$ cat src/rtl/core/lse_pkg.sv
// Shared constants and types for the LSB steganography extractor.
package lse_pkg;

  // Cover byte positions are counted from one and saturate at the top of this width.
  localparam int unsigned PosW = 34;
  localparam int unsigned HdrW = 32;
  localparam int unsigned SentW = 29;
  localparam int unsigned KeyW = 64;
  localparam int unsigned KeyLenW = 4;
  localparam int unsigned CfgIdxW = 2;
  localparam int unsigned DefaultMaxKeyChars = 8;

  // Header layout in cover byte positions.
  localparam logic [PosW-1:0] OffsetFirst = PosW'(200);
  localparam logic [PosW-1:0] LengthFirst = PosW'(232);
  localparam logic [PosW-1:0] HeaderEnd = PosW'(264);
  localparam logic [PosW-1:0] HeaderLast = PosW'(263);
  localparam logic [PosW-1:0] PosMax = {PosW{1'b1}};

  // Configuration register indexes.
  localparam logic [CfgIdxW-1:0] CfgKeyBytes = CfgIdxW'(0);
  localparam logic [CfgIdxW-1:0] CfgKeyLength = CfgIdxW'(1);

  // Status that the framing unit reports for the item now in the input register.
  typedef struct packed {
    logic take;
    logic [SentW-1:0] whole_bytes;
  } lse_frame_t;

endpackage

$ cat src/rtl/core/lse_frame.sv
// Header parsing and payload window tracking over the cover byte stream.
module lse_frame (
  input  logic              clk_i,
  input  logic              rst_ni,
  input  logic              step_i,
  input  logic              bit_i,
  output lse_pkg::lse_frame_t frame_o
);
  import lse_pkg::*;

  logic [PosW-1:0] pos_q, pos_d;
  logic [HdrW-1:0] off_q, off_d;
  logic [HdrW-1:0] len_q, len_d;
  logic            hdr_q, hdr_d;
  logic [HdrW:0]   win_end;
  logic            in_off, in_len;

  // Shift header bits in while the position lies inside each header field.
  assign in_off = (pos_q >= OffsetFirst) && (pos_q < LengthFirst);
  assign in_len = (pos_q >= LengthFirst) && (pos_q < HeaderEnd);
  assign off_d = in_off ? {off_q[HdrW-2:0], bit_i} : off_q;
  assign len_d = in_len ? {len_q[HdrW-2:0], bit_i} : len_q;
  assign hdr_d = hdr_q | (pos_q == HeaderLast);

  // The bit is payload when offset < position <= offset + length.
  assign win_end = {1'b0, off_d} + {1'b0, len_d};
  assign frame_o.take = hdr_d && (pos_q > PosW'(off_d)) && (pos_q <= PosW'(win_end));
  assign frame_o.whole_bytes = len_d[HdrW-1:3];

  // Position counter saturates so that no bit is taken after overflow.
  assign pos_d = (pos_q == PosMax) ? pos_q : pos_q + PosW'(1);

  always_ff @(posedge clk_i or negedge rst_ni) begin
    if (!rst_ni) begin
      pos_q <= PosW'(1);
      off_q <= '0;
      len_q <= '0;
      hdr_q <= 1'b0;
    end else if (step_i) begin
      pos_q <= pos_d;
      off_q <= off_d;
      len_q <= len_d;
      hdr_q <= hdr_d;
    end
  end

endmodule

$ cat src/rtl/core/lsb_stego_extractor.sv
// Top level of the LSB steganography payload extractor.
//
//   Channel   Signals                                        Direction  Moves
//   cover     cover_valid_i/ready_o, cover_byte_i            in         one cover byte
//   text      text_valid_o/ready_i, text_byte_o, last_byte_o out        one payload byte
//   cfg       cfg_valid_i/ready_o, cfg_index_i, cfg_data_i   in         one register write
//
// One cover byte is taken every cycle while results are drained; a payload bit
// goes through the input register and then the result register to its text byte.
// Every eighth payload bit gives one text byte. A held result keeps the
// input register from moving on, so the cover input stalls once that register is
// full. Reset returns the position and the key length to one and clears the
// header, the bit gatherer, the key index and the key characters.
module lsb_stego_extractor #(
  parameter int unsigned MAX_KEY_CHARS = lse_pkg::DefaultMaxKeyChars
) (
  input  logic                        clk_i,
  input  logic                        rst_ni,
  input  logic                        cover_valid_i,
  output logic                        cover_ready_o,
  input  logic [7:0]                  cover_byte_i,
  output logic                        text_valid_o,
  input  logic                        text_ready_i,
  output logic [7:0]                  text_byte_o,
  output logic                        last_byte_o,
  input  logic                        cfg_valid_i,
  output logic                        cfg_ready_o,
  input  logic [lse_pkg::CfgIdxW-1:0] cfg_index_i,
  input  logic [lse_pkg::KeyW-1:0]    cfg_data_i
);
  import lse_pkg::*;

  localparam int unsigned KeyIdxW = (MAX_KEY_CHARS > 1) ? $clog2(MAX_KEY_CHARS) : 1;
  localparam logic [KeyLenW-1:0] KeyMax = KeyLenW'(MAX_KEY_CHARS);

  logic [KeyW-1:0]    key_q;
  logic [KeyLenW-1:0] klen_q;
  logic               in_valid_q, in_bit_q;
  logic               out_valid_q, out_last_q;
  logic [7:0]         out_byte_q;
  logic [7:0]         gath_q, gath_d;
  logic [2:0]         held_q, held_d;
  logic [KeyIdxW-1:0] kidx_q, kidx_d, kidx_use;
  logic [SentW-1:0]   sent_q, sent_d;
  logic [KeyLenW-1:0] klen_eff, kidx_inc;
  logic [7:0]         key_char;
  logic               advance, produce;
  lse_frame_t         frame;

  // Configuration writes are always taken.
  assign cfg_ready_o = 1'b1;

  always_ff @(posedge clk_i or negedge rst_ni) begin
    if (!rst_ni) begin
      key_q <= '0;
      klen_q <= KeyLenW'(1);
    end else if (cfg_valid_i) begin
      case (cfg_index_i)
        CfgKeyBytes: key_q <= cfg_data_i;
        CfgKeyLength: klen_q <= cfg_data_i[KeyLenW-1:0];
        default: ;
      endcase
    end
  end

  // The item in the input register moves on when the result register can take it.
  assign advance = in_valid_q && (!out_valid_q || text_ready_i);
  assign cover_ready_o = !in_valid_q || advance;

  always_ff @(posedge clk_i or negedge rst_ni) begin
    if (!rst_ni) begin
      in_valid_q <= 1'b0;
    end else if (cover_ready_o) begin
      in_valid_q <= cover_valid_i;
    end
  end

  always_ff @(posedge clk_i) begin
    if (cover_valid_i && cover_ready_o) begin
      in_bit_q <= cover_byte_i[0];
    end
  end

  lse_frame u_frame (
    .clk_i  (clk_i),
    .rst_ni (rst_ni),
    .step_i (advance),
    .bit_i  (in_bit_q),
    .frame_o(frame)
  );

  // Payload bits pack MSB first; the eighth bit completes a byte.
  assign produce = frame.take && (held_q == 3'd7);
  assign gath_d = produce ? 8'd0 : {gath_q[6:0], in_bit_q};
  assign held_d = held_q + 3'd1;

  // Clamp the key length and restart the index when it has run past it.
  always_comb begin
    klen_eff = klen_q;
    if (klen_q == '0) begin
      klen_eff = KeyLenW'(1);
    end else if (klen_q > KeyMax) begin
      klen_eff = KeyMax;
    end
  end

  assign kidx_use = (KeyLenW'(kidx_q) >= klen_eff) ? '0 : kidx_q;
  assign key_char = key_q[{kidx_use, 3'b000} +: 8];
  assign kidx_inc = KeyLenW'(kidx_use) + KeyLenW'(1);
  assign kidx_d = (kidx_inc >= klen_eff) ? '0 : kidx_inc[KeyIdxW-1:0];
  assign sent_d = sent_q + SentW'(1);

  always_ff @(posedge clk_i or negedge rst_ni) begin
    if (!rst_ni) begin
      gath_q <= '0;
      held_q <= '0;
      kidx_q <= '0;
      sent_q <= '0;
    end else if (advance && frame.take) begin
      gath_q <= gath_d;
      held_q <= held_d;
      if (produce) begin
        kidx_q <= kidx_d;
        sent_q <= sent_d;
      end
    end
  end

  // Result register holds a finished byte until its transfer.
  always_ff @(posedge clk_i or negedge rst_ni) begin
    if (!rst_ni) begin
      out_valid_q <= 1'b0;
    end else if (advance && produce) begin
      out_valid_q <= 1'b1;
    end else if (text_ready_i) begin
      out_valid_q <= 1'b0;
    end
  end

  always_ff @(posedge clk_i) begin
    if (advance && produce) begin
      out_byte_q <= {gath_q[6:0], in_bit_q} ^ key_char;
      out_last_q <= (sent_d == frame.whole_bytes);
    end
  end

  assign text_valid_o = out_valid_q;
  assign text_byte_o = out_byte_q;
  assign last_byte_o = out_last_q;

endmodule

$ cat config.mk
export PLATFORM = sky130hd
export DESIGN_NAME = lsb_stego_extractor
export DESIGN_NICKNAME = d
export VERILOG_FILES = /design/src/rtl/core/lse_pkg.sv /design/src/rtl/core/lse_frame.sv /design/src/rtl/core/lsb_stego_extractor.sv
export SDC_FILE = /design/constraint.sdc
export NUM_CORES = 1
export LEC_CHECK = 0
export ABC_CLOCK_PERIOD_IN_PS = 11200
export BUFFER_PORTS_ARGS = -buffer_cell sky130_fd_sc_hd__clkbuf_2
export CAP_MARGIN = 0
export CORE_MARGIN = 4
export CORE_UTILIZATION = 35
export DETAILED_ROUTE_END_ITERATION = 8
export SYNTH_ARGS = -nofsm -noshare
export SYNTH_HDL_FRONTEND = slang
export SYNTH_SLANG_ARGS = --single-unit
$ cat constraint.sdc
create_clock -name clk_i -period 11.2 [get_ports clk_i]
set_input_delay 2.24 -clock clk_i [delete_from_list [all_inputs] [get_ports clk_i]]
set_output_delay 2.24 -clock clk_i [all_outputs]
set_load 0.02 [all_outputs]
==> impl_metrics.json <==
{
  "fp.dieW_microns": 214.8,
  "fp-row-count": 75,
  "place_inst": 2144,
  "min_path_type": "register to register",
  "path_clk_slew_ps": 60,
  "rsz0062_at_grt": "no",
  "num_vias": 11630,
  "hold_viol_final": 0,
  "max-vdd-ir-drop_mv": 0.1172,
  "pin_count": 91,
  "powerDensity_nw_per_um2": 131.7,
  "drc": 0,
  "grt_pass1_wl_microns": 61810,
  "ys_types": 81,
  "startpoint_type": "register",
  "drive_above_1_share_pct": 16.04,
  "ff_latch_area_sq_um": 5583,
  "avgViaCountPerCell": 5.306,
  "syn_to_final_growth_pct": 11.83,
  "cts_htree_levels": 1,
  "instances_no_fill": 2191,
  "yosys_register_bits": 221,
  "synth_area_leaders": "dfrtp_1 35%, ha_1 8.7%, mux2_2 6.6%",
  "drt_iter0_markers": 683,
  "cap_viol_max_count": 0,
  "io_buffers": 82,
  "critPathRequiredTime_ps": 11630,
  "post_drt_wl_per_cell_microns": 17.17,
  "critPathMaxStageDelay_ps": 610,
  "multi_input_area_sq_um": 8800,
  "die_area_sq_um": 46130,
  "status": "completed",
  "slew_viol_final": 0,
  "min_period_over_period_pct": 72.00,
  "critPathSlowestCell": "nor3_2",
  "path_class": "register to register",
  "root_buffer": "clkbuf_16",
  "coreArea_sq_um": 42130,
  "setup_violations": 0,
  "final_core_util_pct": 39.72,
  "track_usage_pct": 16.12,
  "netlist_area_sq_um": 14960,
  "worst_slack_ps": 3136,
  "grt_max_degree": 108,
  "start_util_pct": 35.52,
  "fin_total_pwr_mw": 2.204,
  "yosysTopAreaCell": "dfrtp_1",
  "syn-instance-count": 1586,
  "gp_congestion": 0.8828,
  "cp.arrival_ps": 8500,
  "synth_edf_count": 10,
  "cts_buffer_depth": 3,
  "insertion_delay_ps": 550,
  "cts.sinks": 221,
  "fin_nets": 1817,
  "routed_wl_microns": 37620,
  "drt_first_pass_iters": 6,
  "grt_pass1_vias": 11670,
  "setup_tns_ps": 0,
  "cts_tree": "yes",
  "leakagePower_nw": 8.068,
  "hold_ws_ps": 476.6,
  "cts_buffers": 26,
  "grt-ovfl-total": 0,
  "synth_top_area_share_pct": 34.95,
  "period_minus_slack_ps": 8064,
  "die_h_microns": 214.8,
  "dpl.hpwl_microns": 28190,
  "worst_path_most_repeated_cell": "a21o_1",
  "fmax_ghz": 0.1240,
  "slew_headroom_pct": 34.92,
  "final_cell_area_sq_um": 16730,
  "ant_nets": 0,
  "synth-async-reset-ratio_pct": 95.48,
  "seq_area_frac_synth_pct": 37.31,
  "antenna_found_initial": 1,
  "num_antenna_cells": 0,
  "postCtsResizedCells": 0,
  "dpl_cell_area_sq_um": 15890,
  "worstSetupEndpointType": "register",
  "ys_warn_count": 0,
  "syn_area_per_cell_sq_um": 9.435,
  "synthFlopType": "dfrtp_1",
  "pre_cts_ws_ps": 3146,
  "fillers": 4142,
  "worst_pin_slew_ps": 976.1,
  "finClkSkew_ps": 21.40,
  "ctsHoldBuffers": 0,
  "worstPathMaxFanout": 30,
  "syn_nets": 1770,
  "cts_setup_buffers": 0
}
cells in the mapped netlist (7+ instances only):
library cell / count
nor2b_1: 16
a211oi_1: 8
and3_1: 18
xor2_1: 53
nand2b_1: 10
xnor2_1: 105
edfxtp_1: 10
a31oi_1: 23
a21o_1: 47
ha_1: 104
o21ai_0: 85
or3_1: 11
a21boi_0: 7
and4_1: 9
clkbuf_1: 62
nand4_1: 37
inv_1: 78
nand3_1: 67
nor2_1: 63
nor3_1: 21
mux2i_1: 56
mux2_2: 88
a21oi_1: 62
nor4_1: 24
buf_2: 7
nand2_1: 182
or4_1: 8
dfrtp_1: 209
worst max-delay path: cells and delay by family (launching register included):
| kind | cells | cell delay (ps) |
|---|---|---|
| AO/OA/AOI/OAI | 9 | 2060 |
| buffers and inverters | 3 | 800 |
| flip-flops | 1 | 480 |
| AND/OR/NAND/NOR | 8 | 2730 |
| adder cells (fa/ha/maj) | 3 | 1030 |
| multiplexers | 2 | 790 |
where the power goes:
group	switching (mW)	total (mW)	internal (mW)	leakage, nW
combinational	0.257	0.443	0.186	4.79
sequential	0.0558	0.925	0.869	2.86
clock	0.345	0.835	0.490	0.418
total	0.658	2.20	1.55	8.07
registers in the layout (all words and copies together) (netlist names), 4 cells and up:
register and cells:
klen_q 4, u_frame.off_q 32, u_frame.pos_q 34, key_q 64, gath_q 7, text_byte_o 8, u_frame.len_q 32, sent_q 29
routing by layer:
metal  share of wire (%)  wire length [microns]  GRT usage, %
met2                  45                  16890         25.64
met1                  46                  17260         21.87
met5                   0                      0             0
met3                 6.1                   2308         3.658
met4                 3.1                   1157         5.144
layout by cell type, fill, tap and decap left out, types with 5 or more instances in the layout:
| cell | count |
|---|---|
| dfrtp_1 | 209 |
| nand2_1 | 181 |
| xnor2_1 | 105 |
| ha_1 | 104 |
| mux2_2 | 88 |
| o21ai_0 | 85 |
| clkbuf_2 | 81 |
| inv_1 | 78 |
| nand3_1 | 67 |
| nor2_1 | 63 |
| a21oi_1 | 62 |
| mux2i_1 | 56 |
| xor2_1 | 53 |
| a21o_1 | 47 |
| nand4_1 | 37 |
| clkbuf_16 | 26 |
| nor4_1 | 24 |
| a31oi_1 | 23 |
| nor3_1 | 20 |
| and3_1 | 18 |
| nor2b_1 | 16 |
| buf_4 | 14 |
| or3_1 | 11 |
| nand2b_1 | 10 |
| edfxtp_1 | 10 |
| and4_1 | 9 |
| a211oi_1 | 8 |
| or4_1 | 8 |
| a21boi_0 | 7 |
| o21a_1 | 6 |
| and2_1 | 6 |
| o211ai_1 | 6 |
| nor4b_1 | 6 |
| clkbuf_8 | 6 |
| clkinv_2 | 6 |
| nor3_2 | 5 |
| a221oi_1 | 5 |
kinds of logic (layout without fill, tap and decap cells):
| group | Yosys count | count (layout) | synth area share (%) |
|---|---|---|---|
| XOR/XNOR | 158 | 158 | 9.248 |
| other | 1 | 1 | 0.02506 |
| AND/OR/NAND/NOR | 497 | 497 | 16.81 |
| buffers and inverters | 158 | 224 | 4.189 |
| multiplexers | 146 | 146 | 10.55 |
| flip-flops | 221 | 221 | 37.31 |
| AO/OA/AOI/OAI | 296 | 296 | 12.76 |
| adder cells (fa/ha/maj) | 109 | 109 | 9.114 |
final cells by class:
type	count	area share [%]
Clock inverter	11	0.5981
Clock buffer	36	4.471
Timing Repair Buffer	96	3.140
Sequential cell	221	33.36
Inverter	81	1.817
Tap cell	539	4.030
Multi-Input combinational cell	1207	52.58
worst paths after layout:
path / start / endpoint / slack [ps] / cells past startpoint
max: u_frame.pos_q[25] / gath_q[1] / 3140 / 25
min: held_q[0] / held_q[0] / 480 / 1
max reg2reg: u_frame.pos_q[25] / gath_q[1] / 3140 / 25
min reg2reg: held_q[0] / held_q[0] / 480 / 1
max in group asynchronous: rst_ni / key_q[59] / 7300 / 3
min in group asynchronous: rst_ni / u_frame.off_q[24] / 1650 / 1
Note: power is estimated with default switching activity, not from simulation.
